[src/rtl/emc_pkg.sv]
// ----------------------------------------------------------------------------
// Encoder motion estimator package
// Shared widths, constants, register indexes and result codes.
// ----------------------------------------------------------------------------
package emc_pkg;

  // Default number of fraction bits in the outputs.
  localparam int unsigned FRAC_BITS_DEF = 16;

  // Operand widths of the shared arithmetic units and the output width.
  localparam int unsigned OPB_W = 32;
  localparam int unsigned DEN_W = 64;
  localparam int unsigned OUT_W = 48;

  // pi is 3.14159, so one revolution is 314159 / 50000 radians.
  localparam logic [OPB_W-1:0] PI_NUM     = 32'd314159;
  localparam logic [OPB_W-1:0] TWO_PI_DEN = 32'd50000;
  localparam int unsigned      RADIUS_FRAC = 24;

  // Register reset values.
  localparam logic [15:0] PPR_RST    = 16'd90;
  localparam logic [31:0] RADIUS_RST = 32'd110310;
  localparam logic [31:0] TPS_RST    = 32'd1000000;

  // Register indexes (byte address divided by four).
  localparam logic [1:0] REG_PPR    = 2'd0;
  localparam logic [1:0] REG_RADIUS = 2'd1;
  localparam logic [1:0] REG_TPS    = 2'd2;

  // Result status codes.
  typedef enum logic [1:0] {
    ST_OK    = 2'd0,
    ST_FIRST = 2'd1,
    ST_BADDT = 2'd2,
    ST_SAT   = 2'd3
  } status_e;

  // Saturated output value with its overflow flag.
  typedef struct packed {
    logic [OUT_W-1:0] val;
    logic             over;
  } sat_t;

endpackage

[src/rtl/emc_mul.sv]
// ----------------------------------------------------------------------------
// Shared chunked multiplier
// Multiplies a wide operand by a 32-bit operand, one 32x32 partial product
// per cycle, and accumulates the shifted partial products.
// ----------------------------------------------------------------------------
module emc_mul #(
  parameter int unsigned X_W   = 99,
  parameter int unsigned RES_W = 131
) (
  input  logic                       clk_i,
  input  logic                       rst_ni,
  input  logic                       start_i,
  input  logic [X_W-1:0]             x_i,
  input  logic [emc_pkg::OPB_W-1:0]  b_i,
  output logic                       done_o,
  output logic [RES_W-1:0]           res_o
);

  localparam int unsigned NCH   = (X_W + 31) / 32;
  localparam int unsigned CNT_W = $clog2(NCH + 1);
  localparam int unsigned IX_W  = $clog2(NCH);

  logic [NCH-1:0][31:0]          x_q;
  logic [emc_pkg::OPB_W-1:0]     b_q;
  logic [CNT_W-1:0]              idx_q;
  logic [IX_W-1:0]               pidx_q;
  logic                          pv_q;
  logic                          busy_q;
  logic [63:0]                   prod_q;
  logic [RES_W-1:0]              acc_q;
  logic                          issue;

  // A partial product is issued while chunks remain.
  assign issue  = busy_q && (idx_q != CNT_W'(NCH));
  assign done_o = busy_q && (idx_q == CNT_W'(NCH)) && !pv_q;
  assign res_o  = acc_q;

  // Sequencing of the chunk counter.
  always_ff @(posedge clk_i or negedge rst_ni) begin
    if (!rst_ni) begin
      busy_q <= 1'b0;
      idx_q  <= '0;
      pv_q   <= 1'b0;
    end else if (start_i) begin
      busy_q <= 1'b1;
      idx_q  <= '0;
      pv_q   <= 1'b0;
    end else if (busy_q) begin
      pv_q <= issue;
      if (issue) begin
        idx_q <= idx_q + CNT_W'(1);
      end
      if (done_o) begin
        busy_q <= 1'b0;
      end
    end
  end

  // Partial products and accumulation.
  always_ff @(posedge clk_i) begin
    if (start_i) begin
      x_q   <= (NCH*32)'(x_i);
      b_q   <= b_i;
      acc_q <= '0;
    end else begin
      if (issue) begin
        prod_q <= 64'(x_q[idx_q[IX_W-1:0]]) * 64'(b_q);
        pidx_q <= idx_q[IX_W-1:0];
      end
      if (pv_q) begin
        acc_q <= acc_q + (RES_W'(prod_q) << {pidx_q, 5'b00000});
      end
    end
  end

endmodule

[config.mk]
export PLATFORM = sky130hd
export DESIGN_NAME = emc_mul
export DESIGN_NICKNAME = d
export VERILOG_FILES = /design/src/rtl/emc_pkg.sv /design/src/rtl/emc_mul.sv
export SDC_FILE = /design/constraint.sdc
export NUM_CORES = 2
export LEC_CHECK = 0
export BUFFER_PORTS_ARGS = -buffer_cell sky130_fd_sc_hd__buf_2
export CAP_MARGIN = 30
export CORE_UTILIZATION = 60
export DETAILED_ROUTE_END_ITERATION = 8
export GPL_ROUTABILITY_DRIVEN = 1
export GPL_TIMING_DRIVEN = 0
export PLACE_DENSITY = 0.84
export SYNTH_ARGS = -nofsm -noshare
export SYNTH_HDL_FRONTEND = slang
export SYNTH_SLANG_ARGS = --single-unit
[constraint.sdc]
create_clock -name clk_i -period 13.6 [get_ports clk_i]
set_input_delay 0.68 -clock clk_i [delete_from_list [all_inputs] [get_ports clk_i]]
set_output_delay 0.68 -clock clk_i [all_outputs]
set_load 0.1 [all_outputs]
==> impl_metrics.yaml <==
critical_path:
  cp.required_ns: 13.97
  crit_arrival_ns: 12.57
  max_stage_delay_ns: 0.82
  critical_path_class: "register to register"
  endpoint_kind: "register"
  crit_slowest_cell: "clkbuf_1"
  start_kind: "register"
  path_common_cell: "fa_1"
  crit_fanout: 10
logic_synthesis:
  synth_cells: 5927
  ys_seq_elements: 333
  synth_cell_types: 83
  synth-edff-count: 197
  synth_nets: 7353
  ys_async_sr_fraction: 0.0150
  synth_area_per_cell_um2: 9.11
  ys.flop_type: "edfxtp_1"
  ys_seq_area_frac: 0.161
  yosysWarningCount: 0
  synth_area_mm2: 0.0540
route:
  routed_wl_mm: 216
  routedWlPerCell_um: 28.7
  drt_pass1_iterations: 8
  num_vias: 45876
  drtAntennaViolNets: 0
  drt-initial-drc-count: 4718
  drt-vias-per-instance: 6.11
  drc_errors: 42
min_path:
  hold_path.class: "primary input to register"
sta:
  finalHoldViolCount: 0
  rsz0062_at_grt: "no"
  fmax_mhz: 82.0
  clock_skew_ns: 0.0578
  worst_pin_slew_ns: 1.18
  finalMaxSlewViolations: 0
  timing.slew.headroom: 0.188
  period_share: 0.897
  tns_ns: 0
  setup_viol: 0
  post-route-min-period_ns: 12.20
clocking:
  cts_sinks: 333
  worstSkewPairLatency_ns: 0.66
  clockBufferDepth: 3
  cts_resized: 0
  cts_tree: "done"
  clkTransAtPathRegs_ns: 0.06
  cts_buffers: 40
  htreeDepth: 2
  cts-root-buf: "clkbuf_16"
global_routing:
  grtUsageTotal: 0.478
  grt_pass1_wl_mm: 310
  grt-ovfl-total: 0
  antenna_found_initial: 16
  grt_pass1_vias: 46894
  grt_max_degree: 97
die:
  die-area_mm2: 0.0912
  core_mm2: 0.0888
  die_h_um: 302
  die_w_um: 302
  io_pins: 266
  initial_core_util: 0.608
  rows: 109
cells_and_area:
  syn_to_final_growth_pct: 9.06
  drive_gt1_frac: 0.0665
  layout.nets: 7728
  fin_util: 0.663
job:
  maxCapViolations: 0
status:
  violations: "DRC"
  outcome: "finished, violations left"
placement:
  place.gp.congestion: 1.06
  port_buffers: 265
  dpl.hpwl_mm: 180
## Yosys cell counts (all sizes together), types with 19 or more instances
library cell,count,share of area
inv,930,0.065
fa,897,0.33
nand2,664,0.046
and2,639,0.074
ha,395,0.092
clkbuf,340,0.024
a21oi,275,0.025
nor2,256,0.018
o21ai,219,0.021
edfxtp,197,0.11
dfxtp,131,0.049
mux2i,126,0.023
a21o,115,0.016
xnor2,115,0.019
nand4,84,0.0097
xor2,71,0.012
nor2b,55,0.0064
o21bai,46,0.0064
nor3,37,0.0034
a22o,36,0.0058
nand3,30,0.0028
a31oi,29,0.0039
o21a,25,0.0035
nand2b,19,0.0022
## state kept, by name, summed over array words and instances (netlist names)
name / count
busy_q: 1
prod_q: 64
pidx_q: 2
idx_q: 3
x_q: 99
b_q: 32
res_o: 131
pv_q: 1
## kinds of logic (layout without fill, tap and decap cells)
kind of cell / Yosys count / count (layout) / share of synthesized area
simple gates: 1849 / 1849 / 0.171
xor+xnor: 186 / 186 / 0.0302
fa+ha+maj: 1292 / 1292 / 0.424
other cells: 0 / 10 / 0
flops: 333 / 333 / 0.161
buf+inv: 1279 / 1686 / 0.0890
mux: 130 / 130 / 0.0248
compound gates: 858 / 858 / 0.100
## repair_timing
item	4_1_cts	5_1_grt
hold buffers	1	0
setup endpoints to repair	0	0
buffers inserted	0	0
endpoints found under the hold margin	5	0
## metrics by stage
| step | instances | setup WS, ns | hold WS (ns) | cell area [µm²] |
|---|---|---|---|---|
| floorplan | 5927 | 4.43 | 0.384 | 54000 |
| global placement | 7357 | 1.05 | 0.454 | 56800 |
| detailed placement | 7402 | 0.976 | 0.462 | 57300 |
| CTS | 7477 | 0.863 | 0.193 | 58600 |
| global route | 7499 | 0.973 | 0.201 | 58800 |
| finish | 7509 | 1.40 | 0.212 | 58900 |
## cells in the final DEF (no fill, tap or decap), types with 9 or more instances in the layout
master and count:
a21oi_1 275, nand4_1 84, and2_1 639, buf_6 9, a31oi_1 27, mux2i_1 126
xnor2_1 115, o21ai_0 141, nand3_1 30, dfxtp_1 131, clkbuf_16 41, fa_1 897
o211ai_1 14, o21a_1 25, nor2_1 255, a22o_1 36, xor2_1 71, or3_1 15
a21o_1 115, buf_4 24, diode_2 10, clkbuf_1 346, ha_1 395, nor2b_1 55
and3_1 17, a211oi_1 16, nand2_1 664, o21ai_1 77, inv_1 928, buf_2 273
buf_8 25, nand2b_1 19, edfxtp_1 197, o21bai_1 46, nor3_1 37
## layer usage
layer / vias up / wire length (µm) / global-route usage
met5: - / 108 / 0
met4: 16 / 22300 / 0.406
met3: 908 / 24700 / 0.156
met2: 2883 / 94600 / 0.737
met1: 22513 / 73800 / 0.539
li1: 19556 / - / -
## worst paths after layout
| check | slack, ns | endpoint | start | cells after the start |
|---|---|---|---|---|
| min in group asynchronous | 0.46 | busy_q | rst_ni | 2 |
| worst min register to register | 0.47 | res_o[86] | res_o[86] | 2 |
| max in group asynchronous | 12.99 | idx_q[1] | rst_ni | 2 |
| worst max-delay path | 1.40 | prod_q[63] | idx_q[1] | 33 |
| worst max register to register | 1.40 | prod_q[63] | idx_q[1] | 33 |
| worst min-delay path | 0.21 | b_q[28] | b_i[28] | 1 |
## final cells by class
cell class	instances	area [µm²]
clock inverter	26	260
tap	1165	1460
buffer	349	1310
clock buffer	48	1060
inverter	930	3490
fill	7277	29900
antenna	10	25.0
sequential	333	8660
multi-input combinational	4315	40500
timing repair buffer	333	2080
## worst max-delay path, delay by kind of cell, from the launching register on
family	cells	cell delay, ns
adders and majority gates	9	4.46
and+or+nand+nor	5	1.49
AOI/OAI and AO/OA	9	3.23
buffers and inverters	9	2.18
DFF	1	0.38
xor gates and xnor gates	1	0.17
Power is not shown: default switching activity piles up to over one toggle a cycle in this logic, so the estimate is an artifact.
