File: config.mk
export PLATFORM = sky130hd
export DESIGN_NAME = emc_div
export DESIGN_NICKNAME = d
export VERILOG_FILES = /design/src/rtl/emc_pkg.sv /design/src/rtl/emc_div.sv
export SDC_FILE = /design/constraint.sdc
export NUM_CORES = 1
export LEC_CHECK = 0
export BUFFER_PORTS_ARGS = -buffer_cell sky130_fd_sc_hd__buf_2
export CELL_PAD_IN_SITES_DETAIL_PLACEMENT = 1
export CELL_PAD_IN_SITES_GLOBAL_PLACEMENT = 1
export CORE_MARGIN = 3
export CORE_UTILIZATION = 25
export DETAILED_ROUTE_END_ITERATION = 8
export PLACE_DENSITY = 0.49
export SLEW_MARGIN = 20
export SYNTH_ARGS = -nofsm -noshare
export SYNTH_HDL_FRONTEND = slang
export SYNTH_SLANG_ARGS = --single-unit
File: constraint.sdc
create_clock -name clk_i -period 7.5 [get_ports clk_i]
set_input_delay 0 -clock clk_i [delete_from_list [all_inputs] [get_ports clk_i]]
set_output_delay 0 -clock clk_i [all_outputs]
set_load 0.02 [all_outputs]
File: src/rtl/emc_pkg.sv
// ----------------------------------------------------------------------------
// Encoder motion estimator package
// Shared widths, constants, register indexes and result codes.
// ----------------------------------------------------------------------------
package emc_pkg;

  // Default number of fraction bits in the outputs.
  localparam int unsigned FRAC_BITS_DEF = 16;

  // Operand widths of the shared arithmetic units and the output width.
  localparam int unsigned OPB_W = 32;
  localparam int unsigned DEN_W = 64;
  localparam int unsigned OUT_W = 48;

  // pi is 3.14159, so one revolution is 314159 / 50000 radians.
  localparam logic [OPB_W-1:0] PI_NUM     = 32'd314159;
  localparam logic [OPB_W-1:0] TWO_PI_DEN = 32'd50000;
  localparam int unsigned      RADIUS_FRAC = 24;

  // Register reset values.
  localparam logic [15:0] PPR_RST    = 16'd90;
  localparam logic [31:0] RADIUS_RST = 32'd110310;
  localparam logic [31:0] TPS_RST    = 32'd1000000;

  // Register indexes (byte address divided by four).
  localparam logic [1:0] REG_PPR    = 2'd0;
  localparam logic [1:0] REG_RADIUS = 2'd1;
  localparam logic [1:0] REG_TPS    = 2'd2;

  // Result status codes.
  typedef enum logic [1:0] {
    ST_OK    = 2'd0,
    ST_FIRST = 2'd1,
    ST_BADDT = 2'd2,
    ST_SAT   = 2'd3
  } status_e;

  // Saturated output value with its overflow flag.
  typedef struct packed {
    logic [OUT_W-1:0] val;
    logic             over;
  } sat_t;

endpackage

File: src/rtl/emc_div.sv
// ----------------------------------------------------------------------------
// Shared restoring divider
// Radix-2 division of a wide numerator by a 64-bit denominator, one quotient
// bit per cycle, followed by rounding to nearest with ties away from zero.
// ----------------------------------------------------------------------------
module emc_div #(
  parameter int unsigned NUM_W = 99
) (
  input  logic                       clk_i,
  input  logic                       rst_ni,
  input  logic                       start_i,
  input  logic [NUM_W-1:0]           num_i,
  input  logic [emc_pkg::DEN_W-1:0]  den_i,
  output logic                       done_o,
  output logic [NUM_W-1:0]           quo_o
);

  localparam int unsigned CNT_W = $clog2(NUM_W + 1);
  localparam int unsigned DW    = emc_pkg::DEN_W;

  logic [NUM_W-1:0] num_q;
  logic [NUM_W-1:0] quo_q;
  logic [DW-1:0]    rem_q;
  logic [DW-1:0]    den_q;
  logic [CNT_W-1:0] cnt_q;
  logic             busy_q;
  logic             done_q;
  logic [DW:0]      rem_sh;
  logic [DW:0]      rem_sub;
  logic             fits;
  logic             rnd;
  logic             last;

  // One restoring step and the final rounding decision.
  assign rem_sh  = {rem_q, num_q[NUM_W-1]};
  assign fits    = rem_sh >= {1'b0, den_q};
  assign rem_sub = rem_sh - {1'b0, den_q};
  assign rnd     = rem_q >= (den_q - rem_q);
  assign last    = cnt_q == CNT_W'(NUM_W);

  assign done_o = done_q;
  assign quo_o  = quo_q;

  // Step counter and completion flag.
  always_ff @(posedge clk_i or negedge rst_ni) begin
    if (!rst_ni) begin
      busy_q <= 1'b0;
      done_q <= 1'b0;
      cnt_q  <= '0;
    end else if (start_i) begin
      busy_q <= 1'b1;
      done_q <= 1'b0;
      cnt_q  <= '0;
    end else if (busy_q) begin
      if (last) begin
        busy_q <= 1'b0;
        done_q <= 1'b1;
      end else begin
        cnt_q <= cnt_q + CNT_W'(1);
      end
    end else begin
      done_q <= 1'b0;
    end
  end

  // Quotient and remainder datapath.
  always_ff @(posedge clk_i) begin
    if (start_i) begin
      num_q <= num_i;
      den_q <= den_i;
      rem_q <= '0;
      quo_q <= '0;
    end else if (busy_q) begin
      if (!last) begin
        num_q <= {num_q[NUM_W-2:0], 1'b0};
        rem_q <= fits ? rem_sub[DW-1:0] : rem_sh[DW-1:0];
        quo_q <= {quo_q[NUM_W-2:0], fits};
      end else begin
        quo_q <= quo_q + NUM_W'(rnd);
      end
    end
  end

endmodule

==> out/results.txt <==
The worst setup path is of the flip-flop to flip-flop kind. The number of max-slew violations in the final report is 0, and the total clock sinks is 335. The largest single stage delay on the critical path is 0.44 ns. TritonCTS built the clock tree.

After floorplanning, the core was sized to cover 96900 sq um. The net total in the final layout was 3785. The final cycle utilization of the critical path was 96.5%; the number of CTS-inserted buffers was 49.

The initial antenna violation count is 11. The routability congestion estimate from global placement came out at 0.883. In this run the worst hold path is classified as primary input to flip-flop.

In this run, the number of DRC markers left after iteration 0 of detailed routing was 1075. The post-route antenna net violation count is 0. Entering global routing, the biggest net connects 85 pins. The simple-gate share of the synthesized area came out at 16.5%. In the synthesized netlist, mux cells make up 4.92% of the area. After detailed routing, the number of remaining DRC violations is 0. Counting flops with an async set or reset pin after synthesis yields a share of 2.69%. The tools report the post-placement cell count as 4462. Once detailed placement completed, the half-perimeter wirelength came to 71700 um.

Number of enable-type register cells in the synthesized netlist: 163. The tools report the leftover overflow at the end of global routing as 0. The slowest stage of the critical path belongs to the cell sky130_fd_sc_hd__or4_4.

The worst-path maximum fanout was 4; the total nets after synthesis was 3251. For the via count of the first global-routing pass, the log shows 25900. Setup repair after global routing could not meet its margin everywhere.

The run gives 10.9 mW as the overall power of the completed layout. Summed over all cells, the static leakage comes to 13.2 nW. Arrival time of data at the critical path endpoint: 7.72 ns. For this run, the total global-route usage over all layers was measured as 18.6%. After synthesis the cells add up to 24500 sq um. In the routed layout, each cell is associated on average with a via count of 5.10. The layout cell share with drive strength beyond 1 was 22.6%.

The tree is rooted in a sky130_fd_sc_hd__clkbuf_16. The layout filler cell count was 11300. Synthesis inferred 335 register bits. Sequential elements use 34.3% of the synthesized area. The compound-cell area share of the yosys netlist works out to 24.6%. For the worst-skew pair, the clock arrives at the later sink with an insertion delay of 0.64 ns. The worst pin sits at a relative slew slack of 39.7%. The design area came out at 32400 sq um. The run finished with clean final reports.

After the flow finishes, the layout carries non-filler instances totaling 4747. The routed length per placed instance works out to 20.5 um. Ratio of total power to cell area: 337 nW/um^2. The floorplan row count was 114; the die span in y was 319 um. The adder and majority gate portion of the synthesized area came out at 10.1%.

The run gives 152000 um as the global-route wire length before repair. Across the VDD grid, the largest voltage drop is 0.208 mV. For this block, the routed nets add up to 97500 um of wire. For the worst setup path, the data required time is 7.98 ns. For this run, the detailed router's first-pass iteration total came to 5. The multi-input combinational cells in the finished layout cover a total of 15500 sq um.

Synthesis handed over a netlist of 2889 instances. On the final layout, the worst clock skew is 0.0383 ns. The placement-stage cell area came out at 28300 sq um. The worst path in the final design needs a cycle of 7.24 ns, including I/O delays and setup. After synthesis, the largest family of logic cells by area is compound AO/OA/AOI/OAI gates.

The count of unique library cells instantiated by Yosys is 81. The routed layout has 24200 vias. The most used flip-flop cell after synthesis is sky130_fd_sc_hd__edfxtp_1.

The tools report the count of endpoints failing hold in the final timing report as 0. The signed area change from the synthesized netlist to the final layout is 32.3%, and the count of port buffers added during placement is 265. Kind of end point of the critical path: a flip-flop.

Yosys printed 0 warnings. Summing the areas of all xor and xnor instances in the mapped netlist gives 4.47% of the synthesized area. The average footprint of a synthesized cell was 8.47 sq um; the floorplan die area was 102000 sq um. The tools report the sum of negative setup slack as 0 ns.

In this run the horizontal extent of the chip is 319 um. Hold timing on the final database bottoms out at a slack of 0.0757 ns. The clock-pin slew reported for the worst setup and hold paths after clock tree synthesis is 0.06 ns, and the maximum buffer depth of the clock tree is 3. For this configuration, the core starts out at a cell density of 25.3%. In this run the count of I/O pins placed on the die edge is 266. The maximum frequency from static timing analysis was 138 MHz; the actual slew at the worst max-slew pin was 0.905 ns. The number of max-capacitance violations reported was 0; the area of all sequential standard cells was 8390 sq um. STA classifies the critical path startpoint as a flip-flop. Count of final setup violators: 0. In this run the number of H-tree levels came out at 2.
==> power by group <==
group	total, mW	switching (mW)	internal [mW]	leakage, nW
registers	2.38	0.201	2.18	3.11
logic	6.12	3.52	2.60	9.33
clock network	2.40	0.977	1.43	0.794
==> logic make-up after synthesis <==
logic type | after synthesis
compound gates | 937
xor+xnor | 125
fa+ha+maj | 196
buf+inv | 335
flops | 335
mux | 108
simple gates | 853
==> through the flow <==
stage	utilization, %	setup slack (ns)
after floorplan	-	0.691
after global placement	29.2	-0.459
after CTS	32.7	0.0157
after global routing	33.4	-0.152
final	33.4	0.263
after detailed placement	29.2	-0.684
==> cells in the mapped netlist (all sizes together), types with 28 or more instances <==
| library cell | instances | area (sq um) |
|---|---|---|
| xnor2 | 76 | 666 |
| dfxtp | 163 | 3260 |
| nor2 | 242 | 908 |
| a22oi | 57 | 428 |
| and3 | 29 | 181 |
| nand2b | 28 | 175 |
| nand4 | 75 | 475 |
| o21ai | 213 | 1070 |
| inv | 170 | 638 |
| nor3 | 43 | 220 |
| o21bai | 28 | 210 |
| a21o | 68 | 510 |
| a21oi | 227 | 1140 |
| nand3 | 87 | 435 |
| nor2b | 34 | 213 |
| xor2 | 49 | 429 |
| mux2 | 98 | 1100 |
| a31oi | 48 | 300 |
| a211oi | 81 | 613 |
| ha | 194 | 2430 |
| a22o | 34 | 298 |
| edfxtp | 163 | 4890 |
| o22ai | 41 | 257 |
| nand2 | 248 | 933 |
| clkbuf | 147 | 552 |
==> metal layers <==
layer | routed length [um] | vias to the layer above | global-route usage, %
met5 | 21 | - | 0
met1 | 44800 | 11900 | 24.5
met3 | 3890 | 103 | 3.10
met2 | 46500 | 385 | 31.6
met4 | 2250 | 4 | 4.79
li1 | - | 11800 | -
==> timing repair <==
| item | CTS | global route |
|---|---|---|
| hold endpoints to repair | 225 | 0 |
| gates resized for setup | 18 | 141 |
| setup buffers | 0 | 22 |
| pin swaps | 0 | 48 |
| endpoints found under the setup margin | 65 | 68 |
| hold buffers | 166 | 0 |
==> worst paths after layout <==
| check | startpoint | to | slack [ns] | depth (start not counted) |
|---|---|---|---|---|
| max in group asynchronous | rst_ni | busy_q | 6.64 | 3 |
| setup reg to reg | den_q[0] | quo_o[96] | 0.26 | 37 |
| hold / removal | den_i[45] | den_q[45] | 0.08 | 2 |
| min in group asynchronous | rst_ni | cnt_q[1] | 0.53 | 3 |
| setup / recovery | den_q[0] | quo_o[96] | 0.26 | 37 |
| hold reg to reg | rem_q[18] | rem_q[18] | 0.49 | 2 |
==> registers in the layout, summed over array words and instances (netlist names) <==
signal / count
num_q: 99
quo_o: 99
den_q: 64
rem_q: 64
cnt_q: 7
busy_q: 1
done_o: 1
==> critical path: cells and delay by family (launching register included) <==
kind                       cells  cell delay (ns)
DFF                            1             0.38
xor gates and xnor gates       1             0.08
and+or+nand+nor               12             2.55
AOI/OAI and AO/OA             14             2.25
adders and majority gates      5             1.20
buffers and inverters          5             0.63
==> cell usage in the layout, fill, tap and decap left out, types with 14 or more instances in the layout <==
| master | instances |
|---|---|
| sky130_fd_sc_hd__nor2_1 | 233 |
| sky130_fd_sc_hd__xor2_1 | 48 |
| sky130_fd_sc_hd__xnor2_1 | 76 |
| sky130_fd_sc_hd__inv_1 | 168 |
| sky130_fd_sc_hd__ha_1 | 183 |
| sky130_fd_sc_hd__o21ai_0 | 186 |
| sky130_fd_sc_hd__nand2_1 | 242 |
| sky130_fd_sc_hd__nand4_1 | 74 |
| sky130_fd_sc_hd__a22o_1 | 34 |
| sky130_fd_sc_hd__a31oi_1 | 47 |
| sky130_fd_sc_hd__nand3_1 | 85 |
| sky130_fd_sc_hd__dlygate4sd3_1 | 166 |
| sky130_fd_sc_hd__o21ai_1 | 19 |
| sky130_fd_sc_hd__o21bai_1 | 24 |
| sky130_fd_sc_hd__nor2b_1 | 29 |
| sky130_fd_sc_hd__a21oi_1 | 207 |
| sky130_fd_sc_hd__nor3_1 | 37 |
| sky130_fd_sc_hd__o21a_1 | 19 |
| sky130_fd_sc_hd__mux2_2 | 98 |
| sky130_fd_sc_hd__a211oi_1 | 76 |
| sky130_fd_sc_hd__o22ai_1 | 41 |
| sky130_fd_sc_hd__edfxtp_1 | 163 |
| sky130_fd_sc_hd__buf_2 | 264 |
| sky130_fd_sc_hd__o211ai_1 | 14 |
| sky130_fd_sc_hd__a21o_1 | 68 |
| sky130_fd_sc_hd__clkbuf_16 | 49 |
| sky130_fd_sc_hd__dfxtp_1 | 163 |
| sky130_fd_sc_hd__buf_4 | 213 |
| sky130_fd_sc_hd__and3_1 | 29 |
| sky130_fd_sc_hd__nand2b_1 | 27 |
| sky130_fd_sc_hd__a22oi_1 | 56 |
==> layout make-up <==
| cell class | instances | share of cell area (%) |
|---|---|---|
| antenna | 8 | 0.0618 |
| timing repair buffer | 648 | 14.4 |
| inverter | 170 | 1.98 |
| multi-input combinational | 2219 | 47.8 |
| sequential | 335 | 25.9 |
| clock buffer | 64 | 4.12 |
| tap | 1276 | 4.93 |
| clock inverter | 27 | 0.885 |
Note: power is estimated with default switching activity, not from simulation.
